File: config.mk
export PLATFORM = sky130hd
export DESIGN_NAME = flywheel_speed_stepper
export DESIGN_NICKNAME = d
export VERILOG_FILES = /design/src/design/fss_pkg.sv /design/src/design/fss_step.sv /design/src/design/flywheel_speed_stepper.sv
export SDC_FILE = /design/constraint.sdc
export NUM_CORES = 1
export LEC_CHECK = 0
export BUFFER_PORTS_ARGS = -buffer_cell sky130_fd_sc_hd__buf_2
export CAP_MARGIN = 25
export CORE_MARGIN = 4
export CORE_UTILIZATION = 30
export CTS_BUF_LIST = sky130_fd_sc_hd__clkbuf_8
export DETAILED_ROUTE_END_ITERATION = 6
export GPL_ROUTABILITY_DRIVEN = 0
export GPL_TIMING_DRIVEN = 1
export SKIP_LAST_GASP = 1
export SLEW_MARGIN = 10
export SYNTH_ARGS = -nofsm -noshare
export SYNTH_HDL_FRONTEND = slang
export SYNTH_SLANG_ARGS = --single-unit
File: constraint.sdc
create_clock -name clk -period 29.5 [get_ports clk]
set_input_delay 1.475 -clock clk [delete_from_list [all_inputs] [get_ports clk]]
set_output_delay 1.475 -clock clk [all_outputs]
set_load 0.005 [all_outputs]
File: src/design/fss_pkg.sv
// shared types and constants for the flywheel speed stepper
package fss_pkg;

  localparam int MODE_W   = 2;
  localparam int RPM_W    = 11;
  localparam int DMS_W    = 8;
  localparam int TARGET_W = 10;
  localparam int POWER_W  = 14;
  localparam int ERR_W    = 12;

  typedef enum logic [MODE_W-1:0] {
    MODE_TICK   = 2'd0,
    MODE_RAISE  = 2'd1,
    MODE_LOWER  = 2'd2,
    MODE_TOGGLE = 2'd3
  } mode_t;

  localparam logic [TARGET_W-1:0] TARGET_RESET       = 10'd480;
  localparam logic [TARGET_W-1:0] TARGET_RAISE_LIMIT = 10'd590;
  localparam logic [TARGET_W-1:0] TARGET_LOWER_LIMIT = 10'd350;
  localparam logic [TARGET_W-1:0] TARGET_STEP        = 10'd5;

  localparam int PWR_CALC_W = POWER_W + 2;
  localparam logic signed [PWR_CALC_W-1:0] POWER_STEP = 16'sd18;
  localparam logic signed [PWR_CALC_W-1:0] POWER_FULL = 16'sd9600;

  // control state that travels between the top level and the update logic
  typedef struct packed {
    logic                running;
    logic [POWER_W-1:0]  power;
    logic [TARGET_W-1:0] target;
  } ctl_t;

  // power preset: target times 16
  function automatic logic [POWER_W-1:0] power_preset(input logic [TARGET_W-1:0] tgt);
    power_preset = {tgt, 4'b0000};
  endfunction

endpackage

File: src/design/fss_step.sv
// next-state and result logic for one command beat
module fss_step import fss_pkg::*; #(
  parameter int TIME_BITS = 24
) (
  input  mode_t                       mode,
  input  logic signed [RPM_W-1:0]     rpm,
  input  logic        [DMS_W-1:0]     dms,
  input  ctl_t                        ctl_cur,
  input  logic        [TIME_BITS-1:0] time_cur,
  output ctl_t                        ctl_nxt,
  output logic        [TIME_BITS-1:0] time_nxt,
  output logic signed [ERR_W-1:0]     err
);

  // compare width covers 500*|err| and 20*target + timer
  localparam int CW = ((TIME_BITS > 20) ? TIME_BITS : 20) + 1;

  logic        [TIME_BITS:0]    time_sum;
  logic signed [ERR_W-1:0]      err_calc;
  logic        [ERR_W-1:0]      err_abs;
  logic        [CW-1:0]         mag_w;
  logic        [CW-1:0]         mag50;
  logic        [CW-1:0]         mag500;
  logic        [CW-1:0]         window;
  logic        [CW-1:0]         tgt_w;
  logic                         in_band;
  logic signed [PWR_CALC_W-1:0] pwr_step;

  always_comb begin
    ctl_nxt  = ctl_cur;
    time_nxt = time_cur;
    err      = '0;

    time_sum = {1'b0, time_cur} + (TIME_BITS+1)'(dms);
    err_calc = $signed({2'b00, ctl_cur.target}) - $signed({rpm[RPM_W-1], rpm});
    err_abs  = err_calc[ERR_W-1] ? ERR_W'(-err_calc) : err_calc;
    mag_w    = CW'(err_abs[RPM_W-1:0]);
    tgt_w    = CW'(ctl_cur.target);
    mag50    = mag_w * CW'(50);
    mag500   = mag_w * CW'(500);
    // timer after saturation feeds the window
    window   = tgt_w * CW'(20) +
               (time_sum[TIME_BITS] ? CW'({TIME_BITS{1'b1}}) : CW'(time_sum[TIME_BITS-1:0]));
    in_band  = (mag50 > tgt_w) && (mag500 < window);
    pwr_step = $signed({2'b00, ctl_cur.power});
    if (in_band) begin
      pwr_step = err_calc[ERR_W-1] ? pwr_step - POWER_STEP : pwr_step + POWER_STEP;
    end

    case (mode)
      MODE_RAISE: begin
        if (ctl_cur.target < TARGET_RAISE_LIMIT) begin
          ctl_nxt.target = ctl_cur.target + TARGET_STEP;
          ctl_nxt.power  = power_preset(ctl_cur.target + TARGET_STEP);
        end
      end
      MODE_LOWER: begin
        if (ctl_cur.target > TARGET_LOWER_LIMIT) begin
          ctl_nxt.target = ctl_cur.target - TARGET_STEP;
          ctl_nxt.power  = power_preset(ctl_cur.target - TARGET_STEP);
        end
      end
      MODE_TOGGLE: begin
        if (!ctl_cur.running) begin
          ctl_nxt.running = 1'b1;
          ctl_nxt.power   = power_preset(ctl_cur.target);
        end else begin
          ctl_nxt.running = 1'b0;
        end
      end
      MODE_TICK: begin
        if (!ctl_cur.running) begin
          time_nxt = '0;
        end else begin
          time_nxt = time_sum[TIME_BITS] ? {TIME_BITS{1'b1}} : time_sum[TIME_BITS-1:0];
          err      = err_calc;
          if (pwr_step > POWER_FULL) begin
            ctl_nxt.power = POWER_FULL[POWER_W-1:0];
          end else if (pwr_step < 0) begin
            ctl_nxt.power = '0;
          end else begin
            ctl_nxt.power = pwr_step[POWER_W-1:0];
          end
        end
      end
      default: begin
        ctl_nxt = ctl_cur;
      end
    endcase
  end

endmodule

File: src/design/flywheel_speed_stepper.sv
// flywheel speed stepper top level: input register, update logic, result register
//
//   channel | handshake            | payload
//   --------+----------------------+-------------------------------------------------
//   in      | in_valid / in_ready  | in_mode, in_measured_rpm, in_delta_ms
//   out     | out_valid / out_ready| out_running, out_drive_power, out_target_rpm,
//           |                      | out_speed_error
//
// one beat in, one beat out; each beat passes the input register, then the result register,
// and a new beat is taken every cycle while the output side keeps draining.
// the throughput limit is the combinational state update between the two registers.
// reset puts the target at 480 rpm, power and timer at zero, motor off.
// when out_ready is low while a result waits, the result register holds and the input
// register fills, after which in_ready drops.
module flywheel_speed_stepper import fss_pkg::*; #(
  parameter int TIME_BITS = 24
) (
  input  logic                    clk,
  input  logic                    rst_n,
  input  logic                    in_valid,
  output logic                    in_ready,
  input  logic [MODE_W-1:0]       in_mode,
  input  logic signed [RPM_W-1:0] in_measured_rpm,
  input  logic [DMS_W-1:0]        in_delta_ms,
  output logic                    out_valid,
  input  logic                    out_ready,
  output logic                    out_running,
  output logic [POWER_W-1:0]      out_drive_power,
  output logic [TARGET_W-1:0]     out_target_rpm,
  output logic signed [ERR_W-1:0] out_speed_error
);

  logic                    in_vld_r;
  mode_t                   mode_r;
  logic signed [RPM_W-1:0] rpm_r;
  logic [DMS_W-1:0]        dms_r;

  ctl_t                    ctl_r;
  ctl_t                    ctl_nxt;
  logic [TIME_BITS-1:0]    time_r;
  logic [TIME_BITS-1:0]    time_nxt;
  logic signed [ERR_W-1:0] err_nxt;

  logic                    out_vld_r;
  ctl_t                    res_r;
  logic signed [ERR_W-1:0] res_err_r;

  logic                    out_free;
  logic                    stage_go;

  assign out_free = !out_vld_r || out_ready;
  assign stage_go = in_vld_r && out_free;
  assign in_ready = !in_vld_r || stage_go;

  fss_step #(
    .TIME_BITS (TIME_BITS)
  ) u_step (
    .mode     (mode_r),
    .rpm      (rpm_r),
    .dms      (dms_r),
    .ctl_cur  (ctl_r),
    .time_cur (time_r),
    .ctl_nxt  (ctl_nxt),
    .time_nxt (time_nxt),
    .err      (err_nxt)
  );

  // input register
  always_ff @(posedge clk) begin
    if (!rst_n) begin
      in_vld_r <= 1'b0;
    end else if (in_ready) begin
      in_vld_r <= in_valid;
    end
    if (in_valid && in_ready) begin
      mode_r <= mode_t'(in_mode);
      rpm_r  <= in_measured_rpm;
      dms_r  <= in_delta_ms;
    end
  end

  // regulator state commits when the beat moves into the result register
  always_ff @(posedge clk) begin
    if (!rst_n) begin
      ctl_r.running <= 1'b0;
      ctl_r.power   <= '0;
      ctl_r.target  <= TARGET_RESET;
      time_r        <= '0;
    end else if (stage_go) begin
      ctl_r  <= ctl_nxt;
      time_r <= time_nxt;
    end
  end

  // result register
  always_ff @(posedge clk) begin
    if (!rst_n) begin
      out_vld_r <= 1'b0;
    end else if (out_free) begin
      out_vld_r <= in_vld_r;
    end
    if (stage_go) begin
      res_r     <= ctl_nxt;
      res_err_r <= err_nxt;
    end
  end

  assign out_valid       = out_vld_r;
  assign out_running     = res_r.running;
  assign out_drive_power = res_r.power;
  assign out_target_rpm  = res_r.target;
  assign out_speed_error = res_err_r;

endmodule

# == Word-level counts from Yosys, hierarchy flattened ==
# Index checks and enable logic that the tools add are counted.
# totals
memories,0
latch_bits,0
mem_bits_rw,0
ff_bits,109
rom_bits,0
input_bits,25
# classes
reduce_logical,10
n_eq_ne,3
n_bitwise,0
div,0
n_mul,3
n_addsub,8
shift,0
mux,16
n_lt_le_gt_ge,6
# ops
op,count
2-to-1 mux 24 bit,5
2-to-1 mux 14 bit,4
case mux 14 bit (4 select lines),1
2-to-1 mux 16 bit,2
adder 15 x 25 -> 25 bit,1
adder 24 x 8 -> 25 bit,1
less-than comparator 20 x 25 -> 1 bit,1
case mux 10 bit (2 select lines),1
"multiplier 11 x 7 -> 18 bit, second input constant",1
greater-than comparator 17 x 10 -> 1 bit,1
"greater-than comparator 16 x 15 -> 1 bit, second input constant",1
"less-than comparator 16 x 1 -> 1 bit, second input constant",1
"multiplier 11 x 5 -> 16 bit, second input constant",1
"adder 14 x 5 -> 15 bit, second input constant",1
"subtractor 14 x 5 -> 15 bit, second input constant",1
"multiplier 10 x 3 -> 13 bit, second input constant",1
subtractor 11 x 11 -> 12 bit,1
2-to-1 mux 11 bit,1
negator 11 bit,1
"adder 10 x 3 -> 10 bit, second input constant",1
"greater-than comparator 10 x 9 -> 1 bit, second input constant",1
"less-than comparator 10 bit, second input constant",1
"subtractor 10 x 3 -> 10 bit, second input constant",1
"== test 2 bit, second input constant",2
other kinds (7),13

# == Depth between registers and ports, before layout ==
# logic_depth
depth_word,12
mapped_depth,49

# == By module ==
# From an unflattened synthesis, not the netlist that was laid out.
# hier_totals
cells_unflattened,1528
hier_area_um2,12529.5
# by_module_without_submodules
module,cells_each,area_each_um2,n_inst
fss_step,1248,8712.1,1
flywheel_speed_stepper,280,3817.4,1

# == Worst setup path before layout ==
# No wires, ideal clock.
# synth_path
kind,register to register
start,register ctl_r[0] (netlist name)
end,register res_r (netlist bit out_drive_power[4]) (data pin)
period_less_slack_ns,9.659
required_ns,29.369
stages_incl_launch_ff,47
path_slack_ns,19.841
t_arrival_ns,9.528
setup_time_ns,0.131
path_buffers,7
cell_sequence,dfxtp_1 clkbuf_1 inv_1 ha_1 nor2b_1 o31a_1 o21ai_1 and2_1 clkbuf_1 clkbuf_1 clkbuf_1 buf_1 nand2_1 xor2_1 ha_1 inv_1 fa_1 fa_1 [... 11 more ...] o21ai_0 nand2b_1 a21oi_1 xnor2_1 ha_1 nand4_1 nor4b_1 o22ai_1 a211oi_1 o211ai_2 buf_6 a2111oi_0 o22ai_1 a211oi_2 nor2_4 buf_6 o31ai_2 and2_1
# synth_rtl
element,line_no,rtl
from (decl),flywheel_speed_stepper.sv:38,ctl_t ctl_r;
from (signal assigned),flywheel_speed_stepper.sv:90,ctl_r <= ctl_nxt;
to (signal assigned),flywheel_speed_stepper.sv:103,res_r <= ctl_nxt;
to (decl),flywheel_speed_stepper.sv:45,ctl_t res_r;

==> results.cfg <==
[cells_and_area]
nets = 1671
finalNonFillerCells = 1982
antenna_cells = 0
synthToLayoutAreaGrowth_pct = 7.87
drive_gt1_share_pct = 8.33

[timing]
tns_ps = 0
min_period_over_period_pct = 37.3
finClkSkew_ps = 11.3
slew_headroom_pct = 27.9
rsz0062_at_grt = no
fin_crit_ps = 11000
hold_viol_final = 0
drv_slew = 0
tightest_slew_ps = 1080
finalSetupViolCount = 0
clock.fmax_mhz = 90.9

[placed_design]
port_buffers = 63
hpwl_um = 25600
dp_cells = 1966

[clocking]
post_cts_buffers = 0
cts_max_level = 3
cts.clk_slew.worst_paths_ps = 110
clockBufferDepth = 2
ctsResizeCount = 0
cts_buffers = 9
clkSinkCount = 109
cts_tree = built
cts-root-buf = clkbuf_8
cts_hold_buf = 0
clock_latency_ps = 430

[global_route]
grt_pass1_wl_um = 53200
grt.total_usage_pct = 14.9
grt_max_degree = 62
antenna_found_initial = 0
grt-ovfl-total = 0
grt_pass1_vias = 9786

[die]
die_w_um = 208
io_pins = 64
coreArea_um2 = 39100
die_y_um = 208
initial_core_util_pct = 30.7
fp-row-count = 72
dieArea_um2 = 43200

[worst_hold_path]
min_path_type = flop to flop
hold_depth = 2
min_from = ctl_r[10]$_SDFFE_PN0P_

[route]
wirelength_um = 33300
routed_via_density = 5.26
firstDrtPassIters = 7
vias = 10400
drtAntennaViolNets = 0
drc_errors = 0
drtIter0Drc = 754
routedWlPerCell_um = 16.8

[yosys]
synth_cells = 1444
syn_nets = 1656
synth_flop_cell = edfxtp_1
synth_area_um2 = 12000
synth_edf_count = 58
synthDistinctLibCells = 86
ys_ff_latch = 109
synth-async-reset-ratio_pct = 0
yosys.area.top_type = ha_1
synth_seq_area_share_pct = 23.0
yosysTopAreaCellShare_pct = 16.1
syn-mean-instance-area_um2 = 8.31
ys_warn_count = 0
ys_top_cells_by_area = ha_1 (16%), edfxtp_1 (15%), dfxtp_1 (8.5%)

[run]
drv_cap = 0

[setup_path]
ff2ff_path_depth = 38
cp.arrival_ps = 11200
critPathKind = flop to flop
cp-startpoint = ctl_r[9]$_SDFFE_PN0P_
cpPeakStageDelay_ps = 780
cp_max_fo = 33
slowest_stage = dfxtp_1
end_kind = flop
start_kind = flop
reg2reg_slack_ps = 18500
worst_ep_required_time_ps = 29700
r2r-start = ctl_r[9]$_SDFFE_PN0P_

[outcome]
status = finished, final reports clean
critical path, delay by kind of cell, from the launching register on:
kind | cells | cell delay [ps]
AOI/OAI and AO/OA | 17 | 3220
xor gates and xnor gates | 2 | 880
adders and majority gates | 7 | 2870
buffers and inverters | 3 | 540
DFF | 1 | 780
and+or+nand+nor | 9 | 2450
layer usage:
metal  GRT usage (%)  wire, um
met1            21.6     16200
met5               0         0
met3            1.91      1750
met4            4.30       693
met2            23.4     14600
Yosys cell counts (all sizes together) (16+ instances only):
master,count
clkbuf,52
edfxtp,58
o31ai,17
xor2,37
nor2,99
nand3,33
a21oi,92
xnor2,78
o21ai,91
fa,33
ha,154
nand2b,19
nand2,137
a22oi,21
dfxtp,51
inv,135
a21o,32
a21boi,16
and2,29
nor3,17
nor2b,29
cells by family after synthesis:
group / after synthesis / synth area share, %
xor gates and xnor gates: 115 / 8.40
DFF: 109 / 23.0
AOI/OAI and AO/OA: 401 / 22.3
muxes: 10 / 0.855
buffers and inverters: 203 / 6.61
adders and majority gates: 188 / 21.7
and+or+nand+nor: 418 / 17.1
sequential cells by signal, summed over array words and instances (netlist names):
name and count:
ctl_r 25, out_running 1, mode_r 2, in_vld_r 1, out_drive_power 14, rpm_r 11, time_r 24, dms_r 8
out_target_rpm 10, out_speed_error 12, out_valid 1
per-stage QoR:
step           setup WS (ps)  hold WS (ps)  area [um2]  utilization [%]
6_report               18500           501       12900             33.1
5_1_grt                17670           533       12900             33.1
4_1_cts                18630           499       12900             33.1
3_5_place_dp           18720           480       12700             32.6
3_3_place_gp           18850           471       12700             32.6
2_1_floorplan          19840           435       12000                -
cell usage in the layout, fill, tap and decap left out, types with 32 or more instances in the layout:
| cell type | n |
|---|---|
| a21o_1 | 32 |
| a21oi_1 | 92 |
| buf_2 | 63 |
| dfxtp_1 | 51 |
| edfxtp_1 | 58 |
| fa_1 | 33 |
| ha_1 | 154 |
| inv_1 | 131 |
| nand2_1 | 137 |
| nor2_1 | 98 |
| o21ai_0 | 88 |
| xnor2_1 | 78 |
| xor2_1 | 37 |
layout make-up:
type	instances	area (um2)
clock buffers	10	138
clock inverters	6	68.8
fillers	4135	26200
inverters	137	514
multi-input cells	1132	8440
flip-flops and latches	109	2760
well taps	518	648
repair buffers	70	368
final timing paths:
kind,to
worst max register to register,out_drive_power[3]$_DFFE_PP_
worst min-delay path,ctl_r[10]$_SDFFE_PN0P_
worst min register to register,ctl_r[10]$_SDFFE_PN0P_
worst max-delay path,out_drive_power[3]$_DFFE_PP_
Power is not shown: default switching activity piles up to over one toggle a cycle in this logic, so the estimate is an artifact.
